<file path="config.mk">
export PLATFORM = sky130hd
export DESIGN_NAME = tcgr_fifo
export DESIGN_NICKNAME = d
export VERILOG_FILES = /design/src/text_console_glyph_renderer_assert.svh /design/src/tcgr_fifo.sv
export SDC_FILE = /design/constraint.sdc
export NUM_CORES = 1
export LEC_CHECK = 0
export BUFFER_PORTS_ARGS = -buffer_cell sky130_fd_sc_hd__buf_2
export CORE_AREA = 2 2 39 41
export CTS_CLUSTER_SIZE = 25
export DETAILED_ROUTE_END_ITERATION = 7
export DIE_AREA = 0 0 41 43
export SETUP_SLACK_MARGIN = 0.2
export SYNTH_ARGS = -nofsm -noshare
export SYNTH_HDL_FRONTEND = slang
export SYNTH_SLANG_ARGS = --single-unit
</file>
<file path="constraint.sdc">
create_clock -name clk -period 1.91 [get_ports clk]
set_input_delay 0.191 -clock clk [delete_from_list [all_inputs] [get_ports clk]]
set_output_delay 0.191 -clock clk [all_outputs]
set_load 0.01 [all_outputs]
</file>
<file path="src/text_console_glyph_renderer_assert.svh">
// Assertion macros shared by the text console glyph renderer.
// Needs nothing else; included by the top level.
`ifndef TEXT_CONSOLE_GLYPH_RENDERER_ASSERT_SVH
`define TEXT_CONSOLE_GLYPH_RENDERER_ASSERT_SVH

// Same-cycle implication, checked out of reset.
`define TCGR_ASSERT_IMPLIES(lbl, clk, rst_n, ante, cons) \
	lbl: assert property (@(posedge clk) disable iff (!rst_n) (ante) |-> (cons)) \
		else $error("tcgr: same-cycle check failed");

// Next-cycle implication, checked out of reset.
`define TCGR_ASSERT_NEXT(lbl, clk, rst_n, ante, cons) \
	lbl: assert property (@(posedge clk) disable iff (!rst_n) (ante) |=> (cons)) \
		else $error("tcgr: next-cycle check failed");

`endif

</file>
<file path="src/tcgr_fifo.sv">
`timescale 1ns / 1ps
// Small register queue between the front and the back of the renderer.
// Depends on nothing but its parameters.
`default_nettype none

module tcgr_fifo #(
	parameter int DEPTH = 4,
	parameter type entry_t = logic
) (
	input  wire    clk,
	input  wire    arst_n,
	input  wire    push,
	input  entry_t push_data,
	output logic   full,
	input  wire    pop,
	output entry_t pop_data,
	output logic   empty
);

	localparam int PTR_W = (DEPTH > 1) ? $clog2(DEPTH) : 1;
	localparam int CNT_W = $clog2(DEPTH + 1);

	entry_t             slots_q [DEPTH];
	logic [PTR_W-1:0]   wr_ptr_q;
	logic [PTR_W-1:0]   rd_ptr_q;
	logic [CNT_W-1:0]   count_q;

	assign full     = (count_q == CNT_W'(DEPTH));
	assign empty    = (count_q == '0);
	assign pop_data = slots_q[rd_ptr_q];

	// Pointers and fill count.
	always_ff @(posedge clk or negedge arst_n) begin
		if (!arst_n) begin
			wr_ptr_q <= '0;
			rd_ptr_q <= '0;
			count_q  <= '0;
		end else begin
			if (push) begin
				wr_ptr_q <= (wr_ptr_q == PTR_W'(DEPTH - 1)) ? '0 : wr_ptr_q + 1'b1;
			end
			if (pop) begin
				rd_ptr_q <= (rd_ptr_q == PTR_W'(DEPTH - 1)) ? '0 : rd_ptr_q + 1'b1;
			end
			if (push && !pop) begin
				count_q <= count_q + 1'b1;
			end else if (pop && !push) begin
				count_q <= count_q - 1'b1;
			end
		end
	end

	// Entry storage.
	always_ff @(posedge clk) begin
		if (push) begin
			slots_q[wr_ptr_q] <= push_data;
		end
	end

endmodule

`default_nettype wire

</file>
* Yosys cells after proc, flatten, opt, wreduce, memory -nomap -nowiden
Memory sizes are Yosys's and may differ from the RTL's.
Cells that the tools add are included.
** Storage, ports and cells
- Register bits after elaboration :: 7
- RAM bits :: 4
- Output and inout port bits :: 3
- Word-level logic and storage cells :: 23
- Memories kept :: 1
** Cells by class
- Add/subtract/negate cells :: 4
- Equal/unequal tests :: 3
- Muxes and demuxes :: 6
- Reductions and logical operators :: 6
** Memories
- slots_q :: depth 4, width 1, read ports 1, clocked after Yosys merged registers in 0, wr ports 1, line tcgr_fifo.sv:23 : entry_t slots_q [DEPTH];
** Operators with widths (count)
- $mux 3 :: 2
- $add 2x1->2 const B :: 2
- $eq 2x2->1 const B :: 2
- $mux 2 :: 2
- $add 3x1->3 const B :: 1
- $eq 3x3->1 const B :: 1
- $logic_not 3->1 :: 1
- $sub 3x1->3 const B :: 1
- $logic_and 1x1->1 :: 2
- $logic_not 1->1 :: 2
- $mux 1 :: 2
- $reduce_bool 2->1 :: 1

* Logic depth before layout (Yosys ltp)
- Depth after elaboration :: 4
- Mapped depth :: 7
- Mapped depth without buffers :: 7

* Least setup slack after synthesis
Ideal clock, no wire load.
- Path kind :: in2reg
- Start :: input pop
- End :: register count_q[2]
- Setup time :: 0.079 ns
- Arrival time :: 1.220 ns
- Required time :: 1.831 ns
- Setup slack :: 0.611 ns
- Stages :: 7
- Cell sequence :: inv_1 > ha_1 > inv_1 > fa_1 > xor2_1 > nor2_1 > xor2_1
** Between the ends
- Cells in the longest elaborated chain, start to end :: 3
** RTL lines
- start, declared :: line tcgr_fifo.sv:15 : input wire pop,
- $logic_not 1->1 :: line tcgr_fifo.sv:45 : if (push && !pop) begin
- $logic_and 1x1->1 :: line tcgr_fifo.sv:45
- $mux 3 or $reduce_bool 2->1 (tied branches)
- end signal, assigned :: line tcgr_fifo.sv:46 : count_q <= count_q + 1'b1;
- end signal, assigned :: line tcgr_fifo.sv:48 : count_q <= count_q - 1'b1;
- end, declared :: line tcgr_fifo.sv:26 : logic [CNT_W-1:0] count_q;
Several ways; a longest one is shown, not always the timed one.
A chain may end at the register's enable or synchronous reset.

* Final worst setup path
- Start :: register rd_ptr_q[0]
- End :: output pop_data
** Between the ends
- Cells in the longest elaborated chain, start to end :: 1
** RTL lines
- start, declared :: line tcgr_fifo.sv:25 : logic [PTR_W-1:0] rd_ptr_q;
- start signal, assigned :: line tcgr_fifo.sv:43 : rd_ptr_q <= (rd_ptr_q == PTR_W'(DEPTH - 1)) ? '0 : rd_ptr_q + 1'b1;
- $mem_v2 4x1
- end, declared :: line tcgr_fifo.sv:16 : output entry_t pop_data,
Every way passes these cells.

==> impl_metrics.ini <==
[logic_synthesis]
netlist_area_sq_um = 553
async_reset_ff_frac = 0.636
yosysMostFrequentCell = dfrtp_1
ys.flop_type = dfrtp_1
synthCells = 41
synth_area_leaders = dfrtp_1 32%, edfxtp_1 22%, ha_1 14%
synth.lib_cells_used.distinct = 17
synth_area_leader_cell = dfrtp_1
syn_area_per_cell_sq_um = 13.5
ys_ff_latch = 11
ys_seq_area_frac = 0.534
synth_fp_nets = 53
yosysTopAreaCellShare = 0.317
synth_edf_count = 4
ys_warn_count = 0
yosys-top-cells-count = 7 x dfrtp_1, 6 x ha_1, 4 x and2_1, 4 x edfxtp_1, 4 x inv_1

[sta]
rsz0062_at_grt = false
max_freq_mhz = 662
hold_viol = 0
fin_crit_sh = 0.791
worstMarginPinSlew_ns = 0.192
final.min_clock_period_ns = 1.51
finalSetupViolations = 0
skew_ns = 0.00488
max_slew_margin = 0.872
slew_viol_final = 0
finalSetupTns_ns = 0

[clocking]
h-tree-depth = 1
insertion_delay_ns = 0.27
cts_resized = 0
cts.path.max_buffers = 2
path_clk_slew_ns = 0.06
cts_buffers = 3
cts_sinks = 11
root_buffer = clkbuf_4
postCtsSetupRepairBufs = 0
cts_tree = done

[worst_setup_path]
crit_start = rd_ptr_q[0]$_DFFE_PN0P_
r2r-start = count_q[0]$_DFFE_PN0P_
setup.worst_path.end_class = output pin
crit_fanout = 4
startpoint_type = flip-flop
crit_required_ns = 1.72
critPathKind = reg -> out
worstPathArrival_ns = 1.32

[place]
place_inst = 64
gp_congestion = 0.688
placed_cell_area_sq_um = 608
port_buffers = 7
dp_hpwl_um = 541

[min_path]
holdCritPathClass = in -> reg
min-delay-start = push_data

[grt]
track_usage = 0.122
grt_max_degree = 10
grt_overflow = 0
grt_antenna_before_repair = 0
grt_pass1_wl_um = 1400
grt_pass1_vias = 325

[drt]
drcViolationCount = 0
first_pass_iters = 3
totalWireLength_um = 726
routed_via_density = 4.67
wl_per_cell_um = 10.5
vias = 322
antenna_left = 0
drtIter0Drc = 5

[layout]
stdcell_count = 69
antennaDiodeCount = 0
area_growth_pct = 16.5
fin_area_sq_um = 644
final_nets = 66
layout-drive-gt1-share = 0.264

[die]
initial_core_util = 0.400
coreArea_sq_mm = 0.00138
ioPinCount = 8
fp-row-count = 14
dieArea_sq_mm = 0.00176
die_h_um = 43
die_w_um = 41

[power_and_ir_drop]
vdd_ir_drop_max_mv = 0.537
powerDensity_mw_per_mm2 = 1320
p_leak_nw = 0.295

[outcome]
status = completed

[run]
cap_violations = 0
critical path, stage by stage, from the launching register on:
cell	delay [ns]
dfrtp_1	0.41
mux4_2	0.50
buf_2	0.15
cells by family (layout without fill, tap and decap cells):
logic type	Yosys count	in the layout	synth area share
AO/OA/AOI/OAI	3	3	0.0339
buffers and inverters	4	16	0.0271
AND/OR/NAND/NOR	10	10	0.104
XOR/XNOR	3	3	0.0475
multiplexers	3	3	0.0814
adder cells (fa/ha/maj)	7	7	0.172
flip-flops	11	11	0.534
metal layers:
metal | part of all wire | vias up | track usage
met4 | 0.011 | 0 | 0.0800
met5 | 0 | - | 0
met1 | 0.47 | 148 | 0.191
met3 | 0.039 | 2 | 0.0314
li1 | - | 165 | -
met2 | 0.48 | 7 | 0.144
report_power, final:
part / switching, W / internal, W / leakage, nW / total [W]
Combinational: 0.000126 / 0.000159 / 0.160 / 0.000285
Sequential: 0.0000781 / 0.000334 / 0.120 / 0.000412
Clock: 0.0000743 / 0.0000808 / 0.0150 / 0.000155
Total: 0.000279 / 0.000574 / 0.295 / 0.000853
cell type report:
class                   count  area, sq um
well taps                  16         20.0
multi-input cells          26          243
fillers                   117          739
clock buffers               4         26.3
repair buffers              8         45.0
inverters                   4         15.0
flip-flops and latches     11          295
sequential cells by signal, summed over array words and instances, names as in the netlist:
signal,flops
rd_ptr_q,2
count_q,3
wr_ptr_q,2
slots_q,4
placed cells by master, fill, tap and decap left out:
cell	n
and2_1	4
nor2_1	1
clkbuf_4	3
a21o_2	1
fa_1	1
clkbuf_1	1
nand2_1	1
mux2_2	2
nand3b_1	1
buf_2	7
mux4_2	1
edfxtp_1	4
dfrtp_1	7
xor2_1	2
inv_1	4
nor3_1	2
ha_1	6
dlygate4sd3_1	1
o21ai_0	2
nor3b_1	1
xnor2_1	1
per-stage QoR:
step / power (W) / worst slack, ns / util / hold WS [ns]
final: 0.000853 / 0.400 / 0.466 / 0.140
after global routing: 0.000943 / 0.320 / 0.466 / 0.143
after CTS: 0.000866 / 0.390 / 0.466 / 0.131
after detailed placement: 0.000705 / 0.404 / 0.439 / 0.0367
after global placement: 0.000698 / 0.418 / 0.439 / 0.0346
after floorplan: 0.000622 / 0.611 / - / -0.105
path summary, 6_finish.rpt:
kind | end | slack [ns] | cells past startpoint
hold reg to reg | count_q[2]$_DFFE_PN0P_ | 0.49 | 1
setup reg to reg | count_q[2]$_DFFE_PN0P_ | 0.53 | 4
max in group asynchronous | wr_ptr_q[1]$_DFFE_PN0P_ | 1.47 | 2
setup / recovery | pop_data | 0.40 | 2
min in group asynchronous | rd_ptr_q[1]$_DFFE_PN0P_ | 0.28 | 2
hold / removal | slots_q[0]$_DFFE_PP_ | 0.14 | 1
what timing repair did:
item	4_1_cts	5_1_grt
endpoints found under the hold margin	7	0
setup endpoints to repair	0	0
hold buffers	1	0
Power figures use the tool's default switching activity.
