===== config.mk =====
export PLATFORM = sky130hd
export DESIGN_NAME = tcgr_front_flat
export DESIGN_NICKNAME = d
export VERILOG_FILES = /design/src/text_console_glyph_renderer_assert.svh /design/src/tcgr_pkg.sv /design/src/tcgr_stream_if.sv /design/src/tcgr_front.sv /design/src/flat_wrapper.sv
export SDC_FILE = /design/constraint.sdc
export NUM_CORES = 1
export LEC_CHECK = 0
export BUFFER_PORTS_ARGS = -buffer_cell sky130_fd_sc_hd__buf_2
export CAP_MARGIN = 20
export CORE_AREA = 2 2 61 63
export DETAILED_ROUTE_END_ITERATION = 10
export DIE_AREA = 0 0 63 65
export GPL_TIMING_DRIVEN = 0
export PLACE_DENSITY = 0.77
export SETUP_SLACK_MARGIN = 0.5
export SLEW_MARGIN = 20
export SYNTH_ARGS = -nofsm -noshare
export SYNTH_HDL_FRONTEND = slang
export SYNTH_SLANG_ARGS = --single-unit

===== constraint.sdc =====
create_clock -name clk -period 0.8 [get_ports clk]
set_input_delay 0.04 -clock clk [delete_from_list [all_inputs] [get_ports clk]]
set_output_delay 0.04 -clock clk [all_outputs]
set_load 0.01 [all_outputs]

===== src/text_console_glyph_renderer_assert.svh =====
// Assertion macros shared by the text console glyph renderer.
// Needs nothing else; included by the top level.
`ifndef TEXT_CONSOLE_GLYPH_RENDERER_ASSERT_SVH
`define TEXT_CONSOLE_GLYPH_RENDERER_ASSERT_SVH

// Same-cycle implication, checked out of reset.
`define TCGR_ASSERT_IMPLIES(lbl, clk, rst_n, ante, cons) \
	lbl: assert property (@(posedge clk) disable iff (!rst_n) (ante) |-> (cons)) \
		else $error("tcgr: same-cycle check failed");

// Next-cycle implication, checked out of reset.
`define TCGR_ASSERT_NEXT(lbl, clk, rst_n, ante, cons) \
	lbl: assert property (@(posedge clk) disable iff (!rst_n) (ante) |=> (cons)) \
		else $error("tcgr: next-cycle check failed");

`endif


===== src/tcgr_pkg.sv =====
`timescale 1ns / 1ps
// Types, constants and the colour palette of the text console glyph renderer.
// Depends on nothing; the top level, front, back and both testbench files import it.
`default_nettype none

package tcgr_pkg;

	localparam int MAX_GLYPH_HEIGHT = 32;
	localparam int GLYPH_COUNT      = 256;
	localparam int GLYPH_WIDTH      = 8;
	localparam int GLYPH_SHIFT      = $clog2(GLYPH_WIDTH);
	// Log2 of the bytes covered by one glyph cell on a line, at four bytes a pixel.
	localparam int CELL_SHIFT       = $clog2(GLYPH_WIDTH * 4);
	localparam int GROUP_BYTES      = 16;

	localparam int FONT_DEPTH = 8192;
	localparam int FONT_AW    = $clog2(FONT_DEPTH);
	localparam int COL_W      = 9;
	localparam int ROW_W      = 12;
	localparam int Y_W        = $clog2(MAX_GLYPH_HEIGHT);
	localparam int QUEUE_DEPTH = 4;

	localparam int SCREEN_W = 13;
	localparam int PITCH_W  = 15;
	localparam int GH_W     = 6;
	localparam int BPP_W    = 6;
	localparam int COLOR_W  = 24;
	localparam int OFFS_W   = 26;
	localparam int CFG_DATA_W  = 15;
	localparam int CFG_INDEX_W = 3;

	localparam logic [BPP_W-1:0] REQUIRED_BPP = BPP_W'(32);
	localparam logic [7:0] CHAR_NEWLINE = 8'd10;
	localparam logic [7:0] CHAR_TAB     = 8'd9;
	localparam logic       CMD_LOAD     = 1'b0;
	localparam logic       CMD_PUT      = 1'b1;

	typedef enum logic [CFG_INDEX_W-1:0] {
		REG_SCREEN_WIDTH   = 3'd0,
		REG_SCREEN_HEIGHT  = 3'd1,
		REG_LINE_PITCH     = 3'd2,
		REG_GLYPH_HEIGHT   = 3'd3,
		REG_BITS_PER_PIXEL = 3'd4,
		REG_TEXT_COLOR     = 3'd5
	} cfg_reg_e;

	typedef struct packed {
		logic [SCREEN_W-1:0] screen_width;
		logic [SCREEN_W-1:0] screen_height;
		logic [PITCH_W-1:0]  line_pitch;
		logic [GH_W-1:0]     glyph_height;
		logic [BPP_W-1:0]    bits_per_pixel;
		logic [7:0]          text_color;
	} tcgr_cfg_t;

	typedef struct packed {
		logic               cmd;
		logic [7:0]         char_code;
		logic [COLOR_W-1:0] fg_color;
		logic [COLOR_W-1:0] bg_color;
		logic [FONT_AW-1:0] font_address;
		logic [7:0]         font_bits;
	} tcgr_in_t;

	typedef struct packed {
		logic [OFFS_W-1:0]  pixel_offset;
		logic [COLOR_W-1:0] pixel_a;
		logic [COLOR_W-1:0] pixel_b;
		logic [COLOR_W-1:0] pixel_c;
		logic [COLOR_W-1:0] pixel_d;
		logic               last_write;
	} tcgr_out_t;

	// Queue entry: either a font line write or a glyph to draw.
	typedef struct packed {
		logic               is_draw;
		logic [FONT_AW-1:0] addr;
		logic [7:0]         bits;
		logic [COLOR_W-1:0] fg;
		logic [COLOR_W-1:0] bg;
		logic [COL_W-1:0]   col;
		logic [ROW_W-1:0]   row;
	} tcgr_entry_t;

	typedef enum logic [2:0] {
		BK_IDLE,
		BK_ROWMUL,
		BK_BASE,
		BK_LEFT,
		BK_RIGHT
	} back_state_t;

	// Sixteen-colour text palette.
	function automatic logic [COLOR_W-1:0] palette(input logic [3:0] idx);
		logic [COLOR_W-1:0] c;
		unique case (idx)
			4'h0: c = 24'h000000;
			4'h1: c = 24'h0000AA;
			4'h2: c = 24'h00AA00;
			4'h3: c = 24'h00AAAA;
			4'h4: c = 24'hAA0000;
			4'h5: c = 24'hAA00AA;
			4'h6: c = 24'hAA5500;
			4'h7: c = 24'hAAAAAA;
			4'h8: c = 24'h555555;
			4'h9: c = 24'h5555FF;
			4'hA: c = 24'h55FF55;
			4'hB: c = 24'h55FFFF;
			4'hC: c = 24'hFF5555;
			4'hD: c = 24'hFF55FF;
			4'hE: c = 24'hFFFF55;
			4'hF: c = 24'hFFFFFF;
		endcase
		return c;
	endfunction

endpackage

`default_nettype wire


===== src/tcgr_stream_if.sv =====
`timescale 1ns / 1ps
// Valid/ready stream interface with a typed payload.
// Depends on nothing; the payload type is set where it is instantiated.
`default_nettype none

interface tcgr_stream_if #(parameter type payload_t = logic);
	logic     valid;
	logic     ready;
	payload_t data;

	modport source (output valid, output data, input ready);
	modport sink (input valid, input data, output ready);
endinterface

`default_nettype wire


===== src/tcgr_front.sv =====
`timescale 1ns / 1ps
// Front end: accepts commands, keeps the text cursor and queues work.
// Depends on tcgr_pkg and tcgr_stream_if.
`default_nettype none

module tcgr_front (
	input  wire                 clk,
	input  wire                 arst_n,
	input  tcgr_pkg::tcgr_cfg_t cfg,
	tcgr_stream_if.sink         char_stream,
	output logic                push,
	output tcgr_pkg::tcgr_entry_t push_entry,
	input  wire                 full
);
	import tcgr_pkg::*;

	localparam int COLS_W = SCREEN_W - GLYPH_SHIFT;
	localparam int PROD_W = ROW_W + 1 + GH_W;

	logic [COL_W-1:0]   col_q;
	logic [ROW_W-1:0]   row_q;
	logic [COLS_W-1:0]  cols;
	logic               cfg_ok;
	logic [ROW_W:0]     row_plus2;
	logic [PROD_W-1:0]  row_prod;
	logic               row_wrap;
	logic [ROW_W-1:0]   row_next;
	logic [COL_W:0]     tab_col;
	logic [COL_W:0]     adv_col;
	logic [COL_W:0]     new_col;
	logic               col_wrap;
	logic               accept;
	logic               is_put;
	logic               is_newline;
	logic               is_tab;
	logic [7:0]         glyph;
	logic [FONT_AW:0]   glyph_prod;
	logic               use_palette;
	tcgr_in_t           item;

	assign item = char_stream.data;
	assign char_stream.ready = !full;
	assign accept = char_stream.valid && !full;

	// Configuration check; a row count of zero means height below glyph height.
	assign cols   = cfg.screen_width[SCREEN_W-1:GLYPH_SHIFT];
	assign cfg_ok = (cfg.glyph_height != '0)
		&& (cfg.glyph_height <= GH_W'(MAX_GLYPH_HEIGHT))
		&& (cols != '0)
		&& !(cfg.screen_height < SCREEN_W'(cfg.glyph_height))
		&& (cfg.bits_per_pixel == REQUIRED_BPP);

	// Row advance: row + 1 reaches the row count when height < (row + 2) * glyph height.
	assign row_plus2 = {1'b0, row_q} + (ROW_W + 1)'(2);
	assign row_prod  = PROD_W'(row_plus2) * PROD_W'(cfg.glyph_height);
	assign row_wrap  = (PROD_W'(cfg.screen_height) < row_prod) || (row_q == '1);
	assign row_next  = row_wrap ? '0 : row_q + 1'b1;

	// Column advance for a tab or a drawn glyph.
	assign tab_col  = ({1'b0, col_q} + (COL_W + 1)'(GLYPH_WIDTH))
		& ~(COL_W + 1)'(GLYPH_WIDTH - 1);
	assign adv_col  = {1'b0, col_q} + 1'b1;
	assign new_col  = is_tab ? tab_col : adv_col;
	assign col_wrap = ((COLS_W + 1)'(new_col) >= (COLS_W + 1)'(cols)) || new_col[COL_W];

	// Classification of the incoming item.
	assign is_put     = (item.cmd == CMD_PUT);
	assign is_newline = (item.char_code == CHAR_NEWLINE);
	assign is_tab     = (item.char_code == CHAR_TAB);

	assign push = accept && (!is_put || (cfg_ok && !is_newline && !is_tab));

	// Glyph base address in the font store.
	assign glyph = ({1'b0, item.char_code} < 9'(GLYPH_COUNT)) ? item.char_code : 8'd0;
	assign glyph_prod = (FONT_AW + 1)'(glyph) * (FONT_AW + 1)'(cfg.glyph_height);
	assign use_palette = (item.fg_color == '0) || (item.bg_color == '0);

	// Queue entry.
	always_comb begin
		push_entry.is_draw = is_put;
		push_entry.addr    = is_put ? glyph_prod[FONT_AW-1:0] : item.font_address;
		push_entry.bits    = item.font_bits;
		push_entry.fg      = use_palette ? palette(cfg.text_color[3:0]) : item.fg_color;
		push_entry.bg      = use_palette ? palette(cfg.text_color[7:4]) : item.bg_color;
		push_entry.col     = col_q;
		push_entry.row     = row_q;
	end

	// Cursor registers.
	always_ff @(posedge clk or negedge arst_n) begin
		if (!arst_n) begin
			col_q <= '0;
			row_q <= '0;
		end else if (accept && is_put && cfg_ok) begin
			if (is_newline || col_wrap) begin
				col_q <= '0;
				row_q <= row_next;
			end else begin
				col_q <= new_col[COL_W-1:0];
			end
		end
	end

endmodule

`default_nettype wire


===== src/flat_wrapper.sv =====
// flat-port wrapper written by rule: the top's interface ports become plain ports
module tcgr_front_flat import tcgr_pkg::*;
  (clk, arst_n, cfg, push, push_entry, full, char_stream_valid, char_stream_data, char_stream_ready);
  tcgr_stream_if char_stream_i ();
  input  wire clk;
  input  wire arst_n;
  input  tcgr_pkg::tcgr_cfg_t cfg;
  output logic push;
  output tcgr_pkg::tcgr_entry_t push_entry;
  input  wire full;
  input wire logic [$bits(char_stream_i.valid)-1:0] char_stream_valid;
  input wire logic [$bits(char_stream_i.data)-1:0] char_stream_data;
  output wire logic [$bits(char_stream_i.ready)-1:0] char_stream_ready;
  assign char_stream_i.valid = char_stream_valid;
  assign char_stream_i.data = char_stream_data;
  assign char_stream_ready = char_stream_i.ready;
  tcgr_front u_core (.clk(clk), .arst_n(arst_n), .cfg(cfg), .char_stream(char_stream_i), .push(push), .push_entry(push_entry), .full(full));
endmodule

After elaboration in Yosys (flattened, before gate mapping)

Memory sizes are Yosys's and may differ from the RTL's.
Index checks and enable logic that the tools add are counted.

Reduce and logical (&&, ||, !) cells: 2

Operator list:

| operator            | count |
|---|---|
| $logic_and A1 B1 Y1 | 1 |
| $logic_not A1 Y1    | 1 |

Register bits: 0
Memory bits (read-only): 768
Bits of input ports: 66
Word-level logic and storage cells: 4
Memories kept: 2

Memory list:

| memory           | depth | bits a word | rd ports | clocked after Yosys merged registers in | wr ports | RTL line       | text |
|---|---|---|---|---|---|---|---|
| (name not given) | 16    | 24          | 1        | 0                                       | 0        | tcgr_pkg.sv:96 | `unique case (idx)` |
| (name not given) | 16    | 24          | 1        | 0                                       | 0        | tcgr_pkg.sv:96 |  |

Logic depth before layout (Yosys ltp)

Word-level depth: 2
Gate-level depth with buffers: 3
Gate-level depth less buffers: 2

Worst setup path before layout

Ideal clock, no wire load.

Path type: input to output
Start point: input port cfg[6] (netlist bit)
End point: output port push_entry[32] (netlist bit)
Arrival time: 0.552 ns
Data required time: 0.760 ns
Slack: 0.208 ns
Stages: 3
Path buffers: 1
Cell sequence: inv_1 > o31a_1 > buf_4

RTL lines:

| item               | RTL line          | text |
|---|---|---|
| start: declaration | flat_wrapper.sv:7 | `input tcgr_pkg::tcgr_cfg_t cfg;` |
| end: declaration   | flat_wrapper.sv:9 | `output tcgr_pkg::tcgr_entry_t push_entry;` |

==> results.sh <==
export IMPL_drt_pass1_iterations=2
export IMPL_endpoint="push_entry[34]"
export IMPL_start_util_pct=20.5
export IMPL_finalWirelength_um=2620
export IMPL_critPathKind="in -> out"
export IMPL_post_route_period_util_pct=102
export IMPL_rows=22
export IMPL_setup_violations_final=3
export IMPL_die_area_um2=4100
export IMPL_path_max_fanout=4
export IMPL_antenna_found_initial=0
export IMPL_top_level_ports=159
export IMPL_syn_cell_area_um2=717
export IMPL_intPower_mw=0.742
export IMPL_drtAntennaViolNets=0
export IMPL_synthCells=98
export IMPL_chipWidth_um=63
export IMPL_layout_common_cells="buf_6 (94), buf_4 (51), conb_1 (42)"
export IMPL_cp_end_kind="primary output"
export IMPL_ys_seq_area_share_pct=0
export IMPL_die_h_um=65
export IMPL_area_growth_pct=174
export IMPL_yosysTopAreaCell="buf_4"
export IMPL_path_buf_inv=3
export IMPL_final_common_cell="buf_6"
export IMPL_crit_start="cfg[4]"
export IMPL_n_antenna_cell=0
export IMPL_crit_chain="buf_12 -> o31a_1 -> buf_4 -> buf_6"
export IMPL_grt_overflow_total=0
export IMPL_wl_met2_um=1360
export IMPL_power_frac_clock_pct=0
export IMPL_final_area_um2=1960
export IMPL_hold_viol=0
export IMPL_grt_pass1_wl_um=3100
export IMPL_fill_cells=263
export IMPL_ys_warn_count=0
export IMPL_layout_drive_gt1_share_pct=78.7
export IMPL_final_nets=279
export IMPL_post_drt_wl_per_cell_um=10.1
export IMPL_grt_pass1_vias=655
export IMPL_wl_met1_um=941
export IMPL_worstHoldPathType="in -> out"
export IMPL_swShare_pct=36.5
export IMPL_grtUsageTotal_pct=9.12
export IMPL_met3RoutedLength_um=267
export IMPL_p_sw_mw=0.427
export IMPL_path_delay_family="buffers and inverters"
export IMPL_gp_congestion=0.635
export IMPL_syn_avg_cell_area_um2=7.32
export IMPL_p_comb_share_pct=100.0
export IMPL_start_kind="primary input"
export IMPL_whs_ns=0.234
export IMPL_postLayoutSetupSlackWorst_ns=-0.0172
export IMPL_final_cells=259
export IMPL_rsz0062_at_grt="true"
export IMPL_placeableCoreArea_um2=3500
export IMPL_grt_max_degree=11
export IMPL_outcome="finished with violations"
export IMPL_drt_initial_drc_count=20
export IMPL_maxCapViolCount=0
export IMPL_violations="setup timing"
export IMPL_slew_violations=0
export IMPL_synthTopCellsByArea="buf_4 (91%), inv_1 (2.6%), a31o_2 (2.4%), o31a_1 (2.4%), nor2b_1 (0.87%)"
export IMPL_via_per_inst=3.19
export IMPL_synth_cell_type_count=6
export IMPL_seqPwrFrac_pct=0
export IMPL_dp_cells=248
export IMPL_fmax_mhz=1220
export IMPL_area_sequential_um2=0
export IMPL_cp_depth=4
export IMPL_top_layer_used="met4"
export IMPL_vias=826
export IMPL_seq_cells=0
export IMPL_critPathSlowestCell="o31a_1"
export IMPL_drc=0
export IMPL_cpPeakStageDelay_ns=0.35
export IMPL_dpl_cell_area_um2=1290
export IMPL_arrival_ns=0.78
export IMPL_synth_top_area_share_pct=91.1
export IMPL_worstHoldPathCells=2
export IMPL_pwr_density_cell_nw_per_um2=596
export IMPL_port_buffer_count=61
export IMPL_clockBufferCount=0
export IMPL_required_ns=0.76
export IMPL_power_leakage_nw=1.13
export IMPL_fin_crit_ns=0.817
export IMPL_cts_hold_buffers=0
export IMPL_ir_worst_vdd_uv=153
synthesized netlist by cell type:
master	number
inv_1	5
o31a_1	2
conb_1	1
nor2b_1	1
buf_4	87
a31o_2	2
worst min-delay path by stage:
| stage | slack [ns] | from | endpoint |
|---|---|---|---|
| 3_5_place_dp | 0.27 | char_stream_data | push_entry[69] |
| 6_report | 0.23 | char_stream_data | push_entry[69] |
| 3_3_place_gp | 0.27 | char_stream_data | push_entry[69] |
| 2_1_floorplan | 0.12 | full | char_stream_ready |
| 5_1_grt | 0.24 | char_stream_data | push_entry[69] |
| 4_1_cts | 0.24 | char_stream_data | push_entry[69] |
final cells by class:
class / count / area [µm²] / share of cell area, %
Buffer: 87 / 792 / 40.4
Inverter: 5 / 38.8 / 1.98
Multi-Input combinational cell: 47 / 216 / 11.0
Tap cell: 48 / 60.1 / 3.06
Timing Repair Buffer: 72 / 855 / 43.6
power groups by stage:
stage                     logic, mW  registers, mW  clock network [mW]
after detailed placement      0.739              0                   0
after global routing           1.23              0                   0
after floorplan               0.547              0                   0
after global placement        0.732              0                   0
after CTS                      1.03              0                   0
final                          1.17              0                   0
metal layers:
metal / global-route usage (%) / up-vias
met1: 8.65 / 356
met3: 2.08 / 4
met5: 0 / -
met2: 19.4 / 72
li1: - / 394
met4: 1.94 / 0
cells by family after synthesis:
family | after synthesis | synth area share [%]
other | 1 | 0.523
and+or+nand+nor | 1 | 0.873
buffers and inverters | 92 | 93.7
AOI/OAI and AO/OA | 4 | 4.89
what timing repair did:
action | in CTS | in global routing
buffers inserted | 4 | 7
endpoints found under the setup margin | 51 | 50
resized for setup | 93 | 29
pin swaps | 4 | 2
metrics by stage:
| stage | worst slack, ns | utilization (%) | power, mW | TNS [ns] |
|---|---|---|---|---|
| final | -0.0172 | 56.1 | 1.17 | -0.0325 |
| after global routing | -0.0345 | 56.1 | 1.23 | -0.0877 |
| after CTS | 0.0236 | 51.0 | 1.03 | 0 |
| after detailed placement | -0.0715 | 36.9 | 0.739 | -0.392 |
| after global placement | -0.0580 | 36.9 | 0.732 | -0.314 |
| after floorplan | 0.212 | - | 0.547 | 0 |
Note: power is estimated with default switching activity, not from simulation.
